File: config.mk
export PLATFORM = sky130hd
export DESIGN_NAME = multi_threshold_hysteresis_zoner
export DESIGN_NICKNAME = d
export VERILOG_FILES = /design/src/sv/mthz_pkg.sv /design/src/sv/multi_threshold_hysteresis_zoner.sv
export SDC_FILE = /design/constraint.sdc
export NUM_CORES = 1
export LEC_CHECK = 0
export ABC_CLOCK_PERIOD_IN_PS = 6300
export BUFFER_PORTS_ARGS = -buffer_cell sky130_fd_sc_hd__buf_2
export CORE_UTILIZATION = 60
export CTS_CLUSTER_SIZE = 25
export DETAILED_ROUTE_END_ITERATION = 6
export PLACE_DENSITY = 0.85
export SYNTH_ARGS = -nofsm -noshare
export SYNTH_HDL_FRONTEND = slang
export SYNTH_SLANG_ARGS = --single-unit
File: constraint.sdc
create_clock -name clock -period 6.3 [get_ports clock]
set_clock_uncertainty 0.15 [all_clocks]
set_input_delay 0.315 -clock clock [delete_from_list [all_inputs] [get_ports clock]]
set_output_delay 0.315 -clock clock [all_outputs]
set_load 0.1 [all_outputs]
File: src/sv/mthz_pkg.sv
// Shared constants and codes for the multi-threshold hysteresis zoner.
package mthz_pkg;

   // Threshold register file layout
   localparam int THR_REGS   = 6;
   localparam int POINT_W    = 16;
   localparam int THR_W      = 3 * POINT_W;
   localparam int LOW_LSB    = 0;
   localparam int CENTER_LSB = POINT_W;
   localparam int HIGH_LSB   = 2 * POINT_W;

   // Zone and count widths
   localparam int ZONE_W  = 3;
   localparam int COUNT_W = 3;

   // Configuration port
   localparam int CSR_IDX_W  = 3;
   localparam int CSR_DATA_W = THR_W;

   // Defaults for the top-level parameters
   localparam int DEF_MAX_THRESHOLDS = 6;
   localparam int DEF_SAMPLE_WIDTH   = 16;

   // Register indexes
   localparam logic [CSR_IDX_W-1:0] CSR_COUNT = 3'd0;
   localparam logic [CSR_IDX_W-1:0] CSR_THR0  = 3'd1;

   // Item kinds
   typedef enum logic {
      KIND_FILTER = 1'b0,
      KIND_INIT   = 1'b1
   } kind_type;

endpackage

File: src/sv/multi_threshold_hysteresis_zoner.sv
// Multi-level hysteresis comparator: maps signed samples to zones 0..n, n the count clamped to 1..LIM.
// An accepted item waits in the input register, then loads the result register
// once that register is free or being emptied.
// Throughput: one item per cycle while rsp_ready holds; the zone memory is updated as an item
// moves to the result register, so the next item sees it at once.
// Reset: synchronous; clears both stages and the zone, sets the count to 1
// and all threshold points to zero.
module multi_threshold_hysteresis_zoner
   import mthz_pkg::*;
#(
   parameter int MAX_THRESHOLDS = DEF_MAX_THRESHOLDS,
   parameter int SAMPLE_WIDTH   = DEF_SAMPLE_WIDTH
) (
   input  logic                           clock,
   input  logic                           reset,
   input  logic                           req_valid,
   output logic                           req_ready,
   input  logic                           req_kind,
   input  logic signed [SAMPLE_WIDTH-1:0] req_sample,
   output logic                           rsp_valid,
   input  logic                           rsp_ready,
   output logic [ZONE_W-1:0]              rsp_zone,
   input  logic                           csr_we,
   input  logic [CSR_IDX_W-1:0]           csr_index,
   input  logic [CSR_DATA_W-1:0]          csr_wdata
);

   localparam int LIM   = (MAX_THRESHOLDS < THR_REGS) ? MAX_THRESHOLDS : THR_REGS;
   localparam int CMP_W = (SAMPLE_WIDTH > POINT_W) ? SAMPLE_WIDTH : POINT_W;
   localparam logic [COUNT_W-1:0] LIM_C = COUNT_W'(LIM);

   // Configuration registers
   logic [COUNT_W-1:0] count_ff;
   logic [THR_W-1:0]   thr_ff [THR_REGS];

   // Input stage
   logic                           in_valid_ff;
   logic                           in_kind_ff;
   logic signed [SAMPLE_WIDTH-1:0] in_sample_ff;

   // Result stage and remembered zone
   logic              rsp_valid_ff;
   logic [ZONE_W-1:0] rsp_zone_ff;
   logic [ZONE_W-1:0] zone_ff;

   logic               advance;
   logic [COUNT_W-1:0] n_use;
   logic signed [CMP_W-1:0] s_ext;
   logic [THR_REGS-1:0] hit;
   logic [ZONE_W-1:0]   zone_in;

   // Handshake: input stage moves on when the result register is free
   assign advance   = in_valid_ff && (!rsp_valid_ff || rsp_ready);
   assign req_ready = !in_valid_ff || advance;
   assign rsp_valid = rsp_valid_ff;
   assign rsp_zone  = rsp_zone_ff;

   // Write configuration registers; out-of-range indexes are dropped
   always_ff @(posedge clock) begin
      if (reset) begin
         count_ff <= COUNT_W'(1);
         for (int i = 0; i < THR_REGS; i++) begin
            thr_ff[i] <= '0;
         end
      end else if (csr_we) begin
         if (csr_index == CSR_COUNT) begin
            count_ff <= csr_wdata[COUNT_W-1:0];
         end
         for (int i = 0; i < THR_REGS; i++) begin
            if (csr_index == CSR_THR0 + CSR_IDX_W'(i)) begin
               thr_ff[i] <= csr_wdata[THR_W-1:0];
            end
         end
      end
   end

   // Clamp the count to 1..LIM
   always_comb begin
      n_use = count_ff;
      if (n_use == '0) begin
         n_use = COUNT_W'(1);
      end
      if (n_use > LIM_C) begin
         n_use = LIM_C;
      end
   end

   // Compare the sample against each threshold's chosen point
   assign s_ext = CMP_W'(in_sample_ff);

   always_comb begin
      logic signed [POINT_W-1:0] pt;
      for (int i = 0; i < THR_REGS; i++) begin
         if (in_kind_ff == KIND_INIT) begin
            pt = thr_ff[i][CENTER_LSB +: POINT_W];
         end else if (ZONE_W'(i) < zone_ff) begin
            pt = thr_ff[i][LOW_LSB +: POINT_W];
         end else begin
            pt = thr_ff[i][HIGH_LSB +: POINT_W];
         end
         hit[i] = (COUNT_W'(i) < n_use) && (s_ext < CMP_W'(pt));
      end
   end

   // Pick the first threshold hit, else the count
   always_comb begin
      zone_in = ZONE_W'(n_use);
      for (int i = THR_REGS - 1; i >= 0; i--) begin
         if (hit[i]) begin
            zone_in = ZONE_W'(i);
         end
      end
   end

   // Input register
   always_ff @(posedge clock) begin
      if (reset) begin
         in_valid_ff <= 1'b0;
      end else if (req_ready) begin
         in_valid_ff <= req_valid;
      end
   end

   always_ff @(posedge clock) begin
      if (req_ready && req_valid) begin
         in_kind_ff   <= req_kind;
         in_sample_ff <= req_sample;
      end
   end

   // Result register and zone memory
   always_ff @(posedge clock) begin
      if (reset) begin
         rsp_valid_ff <= 1'b0;
         zone_ff      <= '0;
      end else begin
         if (advance) begin
            rsp_valid_ff <= 1'b1;
            zone_ff      <= zone_in;
         end else if (rsp_ready) begin
            rsp_valid_ff <= 1'b0;
         end
      end
   end

   always_ff @(posedge clock) begin
      if (advance) begin
         rsp_zone_ff <= zone_in;
      end
   end

endmodule

# Word level (Yosys, flattened, before mapping)
# Memory sizes are Yosys's and may differ from the RTL's.
# Cells that the tools add are included.
# word_totals
ff_bits	28
mem_bits_rw	288
inputBits	73
out_inout_bits	5
word_cells	109
mem_count	1
# memory_table
name	depth	word_bits	rd	rd_ports_with_merged_regs	write_ports	line	rtl
thr_ff	6	48	6	0	6	multi_threshold_hysteresis_zoner.sv:34	logic [THR_W-1:0] thr_ff [THR_REGS];
# op_classes
n_lt_le_gt_ge	19
eq_ne	6
mux	54
n_bitwise	6
n_reduce_logical	16
# ops
op	n
$mux 48	6
$mux 16	12
$lt 16x16->1	6
$mux 1	28
$mux 3	8
$lt 1x3->1 const A	4
$lt 2x3->1 const A	4
$lt 3x3->1 const A	4
$eq 3x3->1 const B	3
$logic_and 1x1->1	8
$eq 3x2->1 const B	2
$logic_not 3->1	2
$or 1x1->1	6
$eq 3x1->1 const B	1
$gt 3x3->1 const B	1
$logic_not 1->1	2
$logic_or 1x1->1	2
$reduce_and 2->1	1
$reduce_bool 2->1	1

# Longest topological paths before layout
# depth
word_depth	12
mapped_depth	15

# Worst setup path after synthesis
# OpenSTA, ideal clock, no wires.
# synth_timing
path_type	in2reg
from	in csr_we
to	mem thr_ff[0][0] (netlist bit) (enable)
setup_ns	0.526
t_arrival_ns	4.011
required_time_ns	5.624
slack_ns	1.612
stages	2
n_path_buf	0
cell_sequence	nand2_1 o31ai_1
# synth_lines
item	line	rtl
start: declaration	multi_threshold_hysteresis_zoner.sv:23	input logic csr_we,
end: declaration	multi_threshold_hysteresis_zoner.sv:34	

# Final worst setup path
# layout_timing
from	reg zone_ff[2]
to	reg rsp_zone_ff[0], in the netlist rsp_zone[0] (data pin)
# layout_via
elab_chain_len	11
elab_cells_between_ends	36
cone_classes	order compare: 12; mux: 18; reduce/logical: 6
# layout_rtl
item	line	rtl
start: declaration	multi_threshold_hysteresis_zoner.sv:44	logic [ZONE_W-1:0] zone_ff;
start signal: assignment	multi_threshold_hysteresis_zoner.sv:139	zone_ff <= zone_in;
$lt 3x3->1	multi_threshold_hysteresis_zoner.sv:96	end else if (ZONE_W'(i) < zone_ff) begin
$mux 16	multi_threshold_hysteresis_zoner.sv:96	
$mux 16	multi_threshold_hysteresis_zoner.sv:94	if (in_kind_ff == KIND_INIT) begin
$lt 16x16->1	multi_threshold_hysteresis_zoner.sv:101	hit[i] = (COUNT_W'(i) < n_use) && (s_ext < CMP_W'(pt));
$logic_and 1x1->1	multi_threshold_hysteresis_zoner.sv:101	
$mux 3 (5 in a row)	multi_threshold_hysteresis_zoner.sv:109	if (hit[i]) begin
$mux 3 *	multi_threshold_hysteresis_zoner.sv:109	
net zone_in[0]	multi_threshold_hysteresis_zoner.sv:50	logic [ZONE_W-1:0] zone_in;
end signal: assignment	multi_threshold_hysteresis_zoner.sv:148	rsp_zone_ff <= zone_in;
end: declaration	multi_threshold_hysteresis_zoner.sv:43	logic [ZONE_W-1:0] rsp_zone_ff;
# The timed path passes the listed nets; every way through them passes the cells marked *.
# A chain may end at the register's enable or synchronous reset.

==> flow_summary.ini <==
[grt]
grt_pass1_wl_mm = 62.3
grt_pass1_vias = 10800
grt-ovfl-total = 0
antenna_found_initial = 0
grt_max_degree = 104
grt_use_total_pct = 31.9

[pwr]
power.switching_uw = 1220
switching_share_pct = 24.1
pwr-share-seq_pct = 49.6
power_density_nw_per_um2 = 285
power_frac_comb_pct = 10.4
clock_power_share_pct = 40.0
vdd_drop_max_uv = 223
total_leakage_power_uw = 0.00700
internal-power_uw = 3850

[sta]
hold_viol_final = 0
min_period_ns = 4.60
slew_violations = 0
fmax_mhz = 217
fin_setup_tns_ns = 0
fin_crit_sh_pct = 73.0
rsz0062_at_grt = false
tightest_slew_ns = 1.33
maxSlewHeadroom_pct = 10.9
finalSetupViolations = 0

[placed_design]
place_congestion = 0.957
port_buffers = 77
hpwl_mm = 26.6

[routing]
wl_mm = 41.8
drtIter0Drc = 1474
route.detailed.drc = 0
num_vias = 10900
vias_per_cell = 6.30
ant_nets = 0
wl_per_cell_microns = 24.1
first_pass_iters = 5

[floorplan]
die_w_microns = 164
start_util_pct = 61.7
core_area_sq_um = 25400
die_area_sq_um = 26800
core.rowCount = 58
die_h_microns = 164
boundaryPins = 78

[critical_path]
required_ns = 6.41
crit_path_frequent_cell = a21oi_1
worst-path-buf-inv = 1
worst_path_max_delay_cell = dfxtp_2
cp_top_family = compound AO/OA/AOI/OAI gates
cp.arrival_ns = 4.71
worstPathCellList = buf_4, nand2_1, nand2_1, a21oi_1, a21oi_1, ha_1, and4_1, a221oi_1, o31ai_1, a41oi_1, o21ai_1, a21oi_1, nor2_1
critPathMaxStageDelay_ns = 0.80
critPathLaunchType = flip-flop
path_max_fanout = 31
cp-end-kind = flip-flop
crit_type = flip-flop to flip-flop

[clocking]
cts_buffers = 35
clkSlewWorstSetupHoldPaths_ns = 0.06
clk_latency_ns = 0.52
cts_tree = built
cts_resized = 0
h-tree-depth = 2
clock-sinks = 316
clock_path_buffers = 3
root_buffer = clkbuf_16

[yosys]
synthCells = 1294
ys_async_sr_fraction_pct = 0
synth-seq-cells = 316
ys.flop_type = edfxtp_1
ys_seq_area_share_pct = 60.0
synth_edf_count = 308
syn_nets = 1457
yosys_warnings = 0
synth.distinct_cells = 55
avgSynthCellArea_sq_um = 12.1
syn-cell-area_sq_um = 15700

[worst_hold_path]
min_path_type = primary input to flip-flop

[cells_and_area]
seqCellArea_sq_um = 9410
layout-drive-gt1-share_pct = 11.9
area_growth_pct = 13.6
layout_common_cells = 308 x edfxtp_1, 289 x and2_1, 147 x a21oi_1
final_nets = 1542
final_common_cell = edfxtp_1
nFillCells = 1694
multi_input_area_sq_um = 6070
fin_util_pct = 70.1

[run_status]
status = finished, final reports clean

[run]
drv_cap = 0
synthesized netlist by cell type, types with 6 or more instances:
library cell    n  area, sq um
mux2i_1        67          671
nor3_1         11         55.1
a21o_1          8         60.1
dfxtp_1         8          160
nand2b_1        7         43.8
clkbuf_1       60          225
o21ai_0        40          200
a21oi_1       147          736
inv_1          11         41.3
a211oi_1        8         60.1
and2_1        289         1810
nand2_1        52          195
ha_1           90         1130
nor2_1         81          304
buf_1           6         22.5
nand3_1        23          115
edfxtp_1      308         9250
nand4_1        13         81.3
routing by layer:
metal  GRT usage [%]  wire (microns)
met5               0               0
met4            13.2            1560
met1            44.3           16500
met2            49.0           18800
met3            6.86            4990
through the flow:
stage                     hold WS [ns]  instances  total power [uW]  cell area [sq um]  setup slack, ns
after floorplan                  0.264       1294              2840              15700             1.61
after global placement           0.344       1652              3020              16500             1.92
after detailed placement         0.345       1652              3050              16500             1.83
after CTS                      0.00373       1735              5060              17800             1.83
after global routing            0.0224       1735              5200              17800             1.63
final                           0.0183       1736              5070              17800             1.70
cell families (layout without fill, tap and decap cells):
| family | count (synthesis) | count (layout) | synth area share [%] |
|---|---|---|---|
| AND/OR/NAND/NOR | 498 | 498 | 17.7 |
| other | 0 | 1 | 0 |
| AO/OA/AOI/OAI | 242 | 242 | 8.77 |
| multiplexers | 68 | 68 | 4.37 |
| buffers and inverters | 79 | 190 | 1.91 |
| XOR/XNOR | 1 | 1 | 0.0559 |
| adder cells (fa/ha/maj) | 90 | 90 | 7.19 |
| flip-flops | 316 | 316 | 60.0 |
flip-flops by register name (all words and copies together) (netlist names):
name and flops:
count_ff 3, in_kind_ff 1, in_sample_ff 16, in_valid_ff 1, rsp_valid 1, rsp_zone 3
thr_ff 288, zone_ff 3
layout make-up:
cell class | instances | share of cell area [%]
inverter | 11 | 0.232
clock inverter | 20 | 1.17
antenna | 1 | 0.0141
sequential | 316 | 52.8
tap | 330 | 2.32
timing repair buffer | 116 | 4.16
clock buffer | 43 | 5.21
multi-input combinational | 899 | 34.1
timing repair:
| action | in CTS | in global routing |
|---|---|---|
| hold buffers | 20 | 0 |
| setup buffers | 0 | 0 |
| hold endpoints to repair | 24 | 0 |
power groups by stage:
stage / clock network, uW / logic [uW] / registers, uW
after floorplan: 0 / 299 / 2550
after global routing: 2110 / 570 / 2520
after CTS: 2040 / 518 / 2510
after detailed placement: 0 / 500 / 2550
after global placement: 0 / 479 / 2550
final: 2030 / 526 / 2510
worst reg2reg max path: stages, from the launching register on:
cell	delay (ns)
dfxtp_2	0.80
buf_4	0.52
nand2_1	0.62
nand2_1	0.26
a21oi_1	0.10
a21oi_1	0.16
ha_1	0.31
and4_1	0.24
a221oi_1	0.46
o31ai_1	0.13
a41oi_1	0.23
o21ai_1	0.12
a21oi_1	0.18
nor2_1	0.06
worst paths after layout:
check	startpoint	end	slack (ns)	cells past startpoint
worst min register to register	in_valid_ff	rsp_valid	0.37	2
worst min-delay path	csr_wdata[9]	thr_ff[4][9]	0.02	2
worst max-delay path	zone_ff[2]	rsp_zone[0]	1.70	13
worst max register to register	zone_ff[2]	rsp_zone[0]	1.70	13
Power figures use the tool's default switching activity.
